$ cat config.mk
export PLATFORM = sky130hd
export DESIGN_NAME = grfhm_walk
export DESIGN_NICKNAME = d
export VERILOG_FILES = /design/src/rtl/grfhm_pkg.sv /design/src/rtl/grfhm_walk.sv
export SDC_FILE = /design/constraint.sdc
export NUM_CORES = 1
export LEC_CHECK = 0
export ABC_CLOCK_PERIOD_IN_PS = 7650
export BUFFER_PORTS_ARGS = -buffer_cell sky130_fd_sc_hd__buf_2
export CORE_MARGIN = 8
export CORE_UTILIZATION = 49
export CTS_CLUSTER_DIAMETER = 80
export DETAILED_ROUTE_END_ITERATION = 16
export MAX_ROUTING_LAYER = met4
export PLACE_DENSITY = 0.76
export SLEW_MARGIN = 20
export SYNTH_ARGS = -nofsm -noshare
export SYNTH_HDL_FRONTEND = slang
export SYNTH_SLANG_ARGS = --single-unit
$ cat constraint.sdc
create_clock -name clk -period 7.65 [get_ports clk]
set_input_delay 0.765 -clock clk [delete_from_list [all_inputs] [get_ports clk]]
set_output_delay 0.765 -clock clk [all_outputs]
set_load 0.02 [all_outputs]
$ cat src/rtl/grfhm_pkg.sv
`default_nettype none

package grfhm_pkg;

  localparam int GRID_SIDE   = 511;
  localparam int COORD_W     = 9;
  localparam int HALF_W      = 8;
  localparam int VAL_W       = 8;
  localparam int HALF_MAX    = (GRID_SIDE - 1) / 2;
  localparam int HALF_RESET  = 200;
  localparam int CELL_DEPTH  = GRID_SIDE * GRID_SIDE;
  localparam int ADDR_W      = $clog2(CELL_DEPTH);
  // walk coordinates run from one below zero to past the grid: sign plus one spare bit
  localparam int WC_W        = COORD_W + 2;
  localparam int DIST_W      = HALF_W;
  localparam int STEP_W      = DIST_W + 1;
  localparam int ACC_W       = STEP_W + DIST_W;
  localparam int IN_TDATA_W  = 32;
  localparam int OUT_TDATA_W = 24;

  typedef enum logic [1:0] {
    FUNC_LOAD  = 2'd0,
    FUNC_RAY   = 2'd1,
    FUNC_READ  = 2'd2,
    FUNC_SPARE = 2'd3
  } func_t;

  typedef enum logic [1:0] {
    ST_OK      = 2'd0,
    ST_RANGE   = 2'd1,
    ST_RUNAWAY = 2'd2
  } status_t;

  typedef enum logic [2:0] {
    S_IDLE,
    S_EXEC,
    S_RDWAIT,
    S_WALK,
    S_DRAIN,
    S_FIN,
    S_RESP
  } state_t;

  typedef struct packed {
    logic lower_pend;
    logic at_end;
    logic over;
    logic in_grid;
  } walk_stat_t;

  function automatic logic [ADDR_W-1:0] cell_addr(input logic [COORD_W-1:0] r,
                                                  input logic [COORD_W-1:0] c);
    return ADDR_W'(r) * ADDR_W'(GRID_SIDE) + ADDR_W'(c);
  endfunction

endpackage

`default_nettype wire

$ cat src/rtl/grfhm_walk.sv
`default_nettype none

module grfhm_walk import grfhm_pkg::*; (
  input  logic               clk,
  input  logic               rst_n,
  input  logic               start,
  input  logic               run,
  input  logic [HALF_W-1:0]  half,
  input  logic [COORD_W-1:0] side,
  input  logic [COORD_W-1:0] end_row,
  input  logic [COORD_W-1:0] end_col,
  output walk_stat_t         stat,
  output logic [COORD_W-1:0] cur_row,
  output logic [COORD_W-1:0] cur_col
);

  logic signed [WC_W-1:0] cr_r, cc_r, er_r, ec_r;
  logic [DIST_W-1:0]      ar_r, ac_r;
  logic                   neg_row_r, neg_col_r, lower_r;
  logic [STEP_W-1:0]      steps_r, limit_r;
  logic [ACC_W-1:0]       acc_row_r, acc_col_r;

  logic                   neg_row, neg_col, row_first, step;
  logic [COORD_W-1:0]     dist_row, dist_col;

  always_comb begin
    neg_row  = end_row < COORD_W'(half);
    neg_col  = end_col < COORD_W'(half);
    dist_row = neg_row ? COORD_W'(half) - end_row : end_row - COORD_W'(half);
    dist_col = neg_col ? COORD_W'(half) - end_col : end_col - COORD_W'(half);

    stat.lower_pend = lower_r;
    stat.at_end     = (cr_r == er_r) && (cc_r == ec_r);
    stat.over       = steps_r >= limit_r;
    stat.in_grid    = !cr_r[WC_W-1] && !cc_r[WC_W-1] &&
                      (cr_r[WC_W-2:0] < (WC_W-1)'(side)) &&
                      (cc_r[WC_W-2:0] < (WC_W-1)'(side));
    cur_row = cr_r[COORD_W-1:0];
    cur_col = cc_r[COORD_W-1:0];

    // exact form of the crossing test; column axis wins a tie
    row_first = (ar_r != '0) && ((ac_r == '0) || (acc_row_r < acc_col_r));
    step      = run && !lower_r && !stat.at_end && !stat.over;
  end

  always_ff @(posedge clk) begin
    if (!rst_n) begin
      lower_r <= 1'b0;
    end else if (start) begin
      lower_r <= neg_row | neg_col;
    end else if (run) begin
      lower_r <= 1'b0;
    end
  end

  always_ff @(posedge clk) begin
    if (start) begin
      cr_r      <= WC_W'(half);
      cc_r      <= WC_W'(half);
      er_r      <= WC_W'(end_row);
      ec_r      <= WC_W'(end_col);
      ar_r      <= dist_row[DIST_W-1:0];
      ac_r      <= dist_col[DIST_W-1:0];
      neg_row_r <= neg_row;
      neg_col_r <= neg_col;
      steps_r   <= '0;
      limit_r   <= STEP_W'(dist_row[DIST_W-1:0]) + STEP_W'(dist_col[DIST_W-1:0]);
      acc_row_r <= ACC_W'(dist_col[DIST_W-1:0]);
      acc_col_r <= ACC_W'(dist_row[DIST_W-1:0]);
    end else if (run && lower_r) begin
      // step to the lower neighbor on each negative axis
      if (neg_row_r) begin
        cr_r <= cr_r - WC_W'(1);
      end
      if (neg_col_r) begin
        cc_r <= cc_r - WC_W'(1);
      end
    end else if (step) begin
      steps_r <= steps_r + STEP_W'(1);
      if (row_first) begin
        cr_r      <= neg_row_r ? cr_r - WC_W'(1) : cr_r + WC_W'(1);
        acc_row_r <= acc_row_r + ACC_W'(ac_r);
      end else begin
        cc_r      <= neg_col_r ? cc_r - WC_W'(1) : cc_r + WC_W'(1);
        acc_col_r <= acc_col_r + ACC_W'(ar_r);
      end
    end
  end

endmodule

`default_nettype wire

==> impl_results.md <==
- Lkg Pwr: 3.988 nW
- CP Capture Type: flip-flop
- Post-CTS sizing: 0
- Arrival time worst endpoint: 4.27 ns
- Synth Warn #: 0
- Peak VDD IR: 142.7 µV
- Antenna Cells: 0
- Slew headroom: 41.97%
- Detailed Place HPWL: 15.87 mm
- Vias: 6613
- Post-synth ARST share: 0%
- Hold_buf cts: 0
- Vias/cell: 5.706
- Syn Area/Cell: 9.440 µm²
- Tmin final: 4.152 ns
- Port buffer count: 60
- Die area: 21720 µm²
- CTS tree: built
- CTS H-tree lvls: 3
- Design area: 9101 µm²
- Worst r2r dst: cr_r[4]
- Num ports: 61
- CTS buffer count: 9
- WS Path Type: in -> reg
- # rows: 48
- Hold path depth: 2
- Global Route Usage Sum: 18.88%
- Gr ovfl total: 0
- Netlist cell types: 77
- Final hold vios: 0
- Clk root buf: clkbuf_16
- Synth Register Bits: 111
- PD cells: 295.0 nW/µm²
- Worst hold path class: reg -> reg
- TritonRoute pass-1 iters: 7
- WL per Instance: 17.35 µm
- Worst reg2reg path depth: 9
- Setup Buffers After CTS: 0
- Min Hold Slack: 0.4680 ns
- Layout cell share with drive strength beyond 1: 10.92%
- Die X: 147.4 µm
- Worst-path clk slew: 0.07 ns
- Max Cap Viol: 0
- RSZ-0062 raised after global routing: false
- Initial DRC Count: 527
- Max Slew Vio Count: 0
- R2R Path Start: acc_col_r[8]
- Antenna-violating nets left: 0
- CTS sink cnt: 111
- GP Congestion: 0.9627
- Hold_sp: acc_col_r[12]
- Worst Max-Slew Pin Slew: 0.8694 ns
- Post-synth EDFFs: 77
- Initial antenna violation count: 0
- Vias in the first global route: 6259
- WL final: 20.11 mm
- Initial Util: 49.42%
- Max Clk Rate: 0.2408 GHz
- Synthesized net count: 1042
- Clk_lat worst skew: 0.36 ns
- Mapped Area: 8458 µm²
- Core area: 17120 µm²
- Final worst setup slack: 3.498 ns
- Die Ht: 147.4 µm
- Startpoint Class: primary input
- Layout area overhead: 7.604%
- Residual DRC: 0
- Pin count of the biggest net entering global routing: 70
- Post-route clock period utilization: 54.27%
- Status: finished clean
- Worst hold path endpoint: acc_col_r[12]
- Sequential share of the synthesized area: 35.38%
- Clock skew: 0.006461 ns
- R2R setup slack: 3.86 ns
- Final setup fails: 0
- Fin Setup TNS: 0 ns
- Crit path max fanout: 9
- Placed Area: 8810 µm²
- Clk buf depth: 2
- Pre-CTS setup slack: 2.851 ns
- First-pass GRT wire length: 31.91 mm
- CP required: 7.77 ns
- Fin nets: 1075
- Synth Flop Type: edfxtp_1
- Cells after Synth: 896
-- power breakdown --
part | switching [W] | internal, W
clock network | 0.000214 | 0.000253
registers | 0.000159 | 0.000837
logic | 0.000720 | 0.000502
total | 0.00109 | 0.00159
-- per-stage QoR --
stage | cells | util [%] | total power [W]
2_1_floorplan | 896 | - | 0.001919
3_3_place_gp | 1143 | 51.47 | 0.002173
3_5_place_dp | 1143 | 51.47 | 0.002209
4_1_cts | 1159 | 53.12 | 0.002685
5_1_grt | 1159 | 53.17 | 0.002865
6_report | 1159 | 53.17 | 0.002685
-- worst max path at each step --
stage                       start          to  slack [ns]  cells past startpoint
after floorplan           half[4]  limit_r[8]        3.65                     16
after global placement    half[4]  limit_r[7]        2.95                     14
after detailed placement  half[4]  limit_r[7]        2.85                     14
after CTS                 half[4]  limit_r[7]        3.23                     14
after global routing      half[4]  limit_r[7]        3.30                     15
final                     half[3]  limit_r[8]        3.50                     16
-- critical path: stages --
cell and delay [ns]:
buf_2 0.12, inv_1 0.07, ha_1 0.36, and2_1 0.18, o21ai_0 0.24, o211ai_1 0.25
nand2_2 0.27, mux2i_1 0.25, xor2_1 0.38, ha_1 0.34, a21oi_1 0.17, o21ai_0 0.14
a21o_1 0.21, a21o_1 0.20, a21o_1 0.18, a21o_1 0.17
-- registers in the layout, summed over array words and instances (netlist names) --
signal	flops
acc_col_r	17
acc_row_r	17
cc_r	11
cr_r	11
ec_r	9
er_r	9
limit_r	9
steps_r	9
ac_r	8
ar_r	8
lower_r	1
neg_col_r	1
neg_row_r	1
-- cells in the mapped netlist, types with 7 or more instances --
| master | instances | area, µm² |
|---|---|---|
| xor2_1 | 38 | 332.8 |
| clkbuf_1 | 11 | 41.29 |
| ha_1 | 100 | 1251 |
| o21a_1 | 8 | 60.06 |
| a21oi_1 | 54 | 270.3 |
| xnor2_1 | 34 | 297.8 |
| nand3_1 | 23 | 115.1 |
| a21o_1 | 18 | 135.1 |
| mux2_2 | 7 | 78.83 |
| mux2i_1 | 13 | 130.1 |
| nor2_1 | 59 | 221.5 |
| fa_1 | 7 | 140.1 |
| dfxtp_1 | 34 | 680.7 |
| nand2_1 | 50 | 187.7 |
| buf_4 | 22 | 165.2 |
| nand2b_1 | 9 | 56.30 |
| inv_1 | 97 | 364.1 |
| or3_1 | 11 | 68.82 |
| nor4_1 | 9 | 56.30 |
| o21ai_0 | 59 | 295.3 |
| nor2b_1 | 13 | 81.33 |
| nor3_1 | 16 | 80.08 |
| and2_1 | 7 | 43.79 |
| and3_1 | 12 | 75.07 |
| edfxtp_1 | 77 | 2312 |
| nand4_1 | 17 | 106.4 |
-- layer usage --
metal | GRT usage [%] | routed length [µm] | vias up | share of wire [%]
met2 | 30.46 | 9485 | 196 | 47
met3 | 3.179 | 1232 | 23 | 6.1
met4 | 4.691 | 295 | 0 | 1.5
met1 | 24.30 | 9097 | 3155 | 45
met5 | - | 0 | - | 0
li1 | - | - | 3239 | -
-- cells by family (layout without fill, tap and decap cells) --
kind of cell	Yosys count	count (layout)	share of synthesized area (%)
flops	111	111	35.38
buf+inv	136	174	7.145
mux	22	22	2.781
xor+xnor	72	72	7.456
simple gates	245	245	15.07
fa+ha+maj	107	107	16.45
compound gates	203	203	15.71
-- cells in the final DEF (no fill, tap or decap), drive strengths merged, types with 13 or more instances in the layout --
cell and n:
edfxtp 77, ha 100, nand2 51, mux2i 13, nor2 60, inv 97, xnor2 34, nor3 17
buf 61, nor2b 13, a21o 18, xor2 38, a21oi 55, o21ai 60, nand3 23, nand4 17
dfxtp 34
-- area by class of cell --
type,count,area [µm²]
Tap cell,225,281.5
Timing Repair Buffer,61,310.3
Multi-Input combinational cell,649,4870
Fill cell,1548,8015
Inverter,97,364.1
Sequential cell,111,2993
Clock buffer,12,236.5
Clock inverter,4,46.29
(Power assumes the default switching activity.)
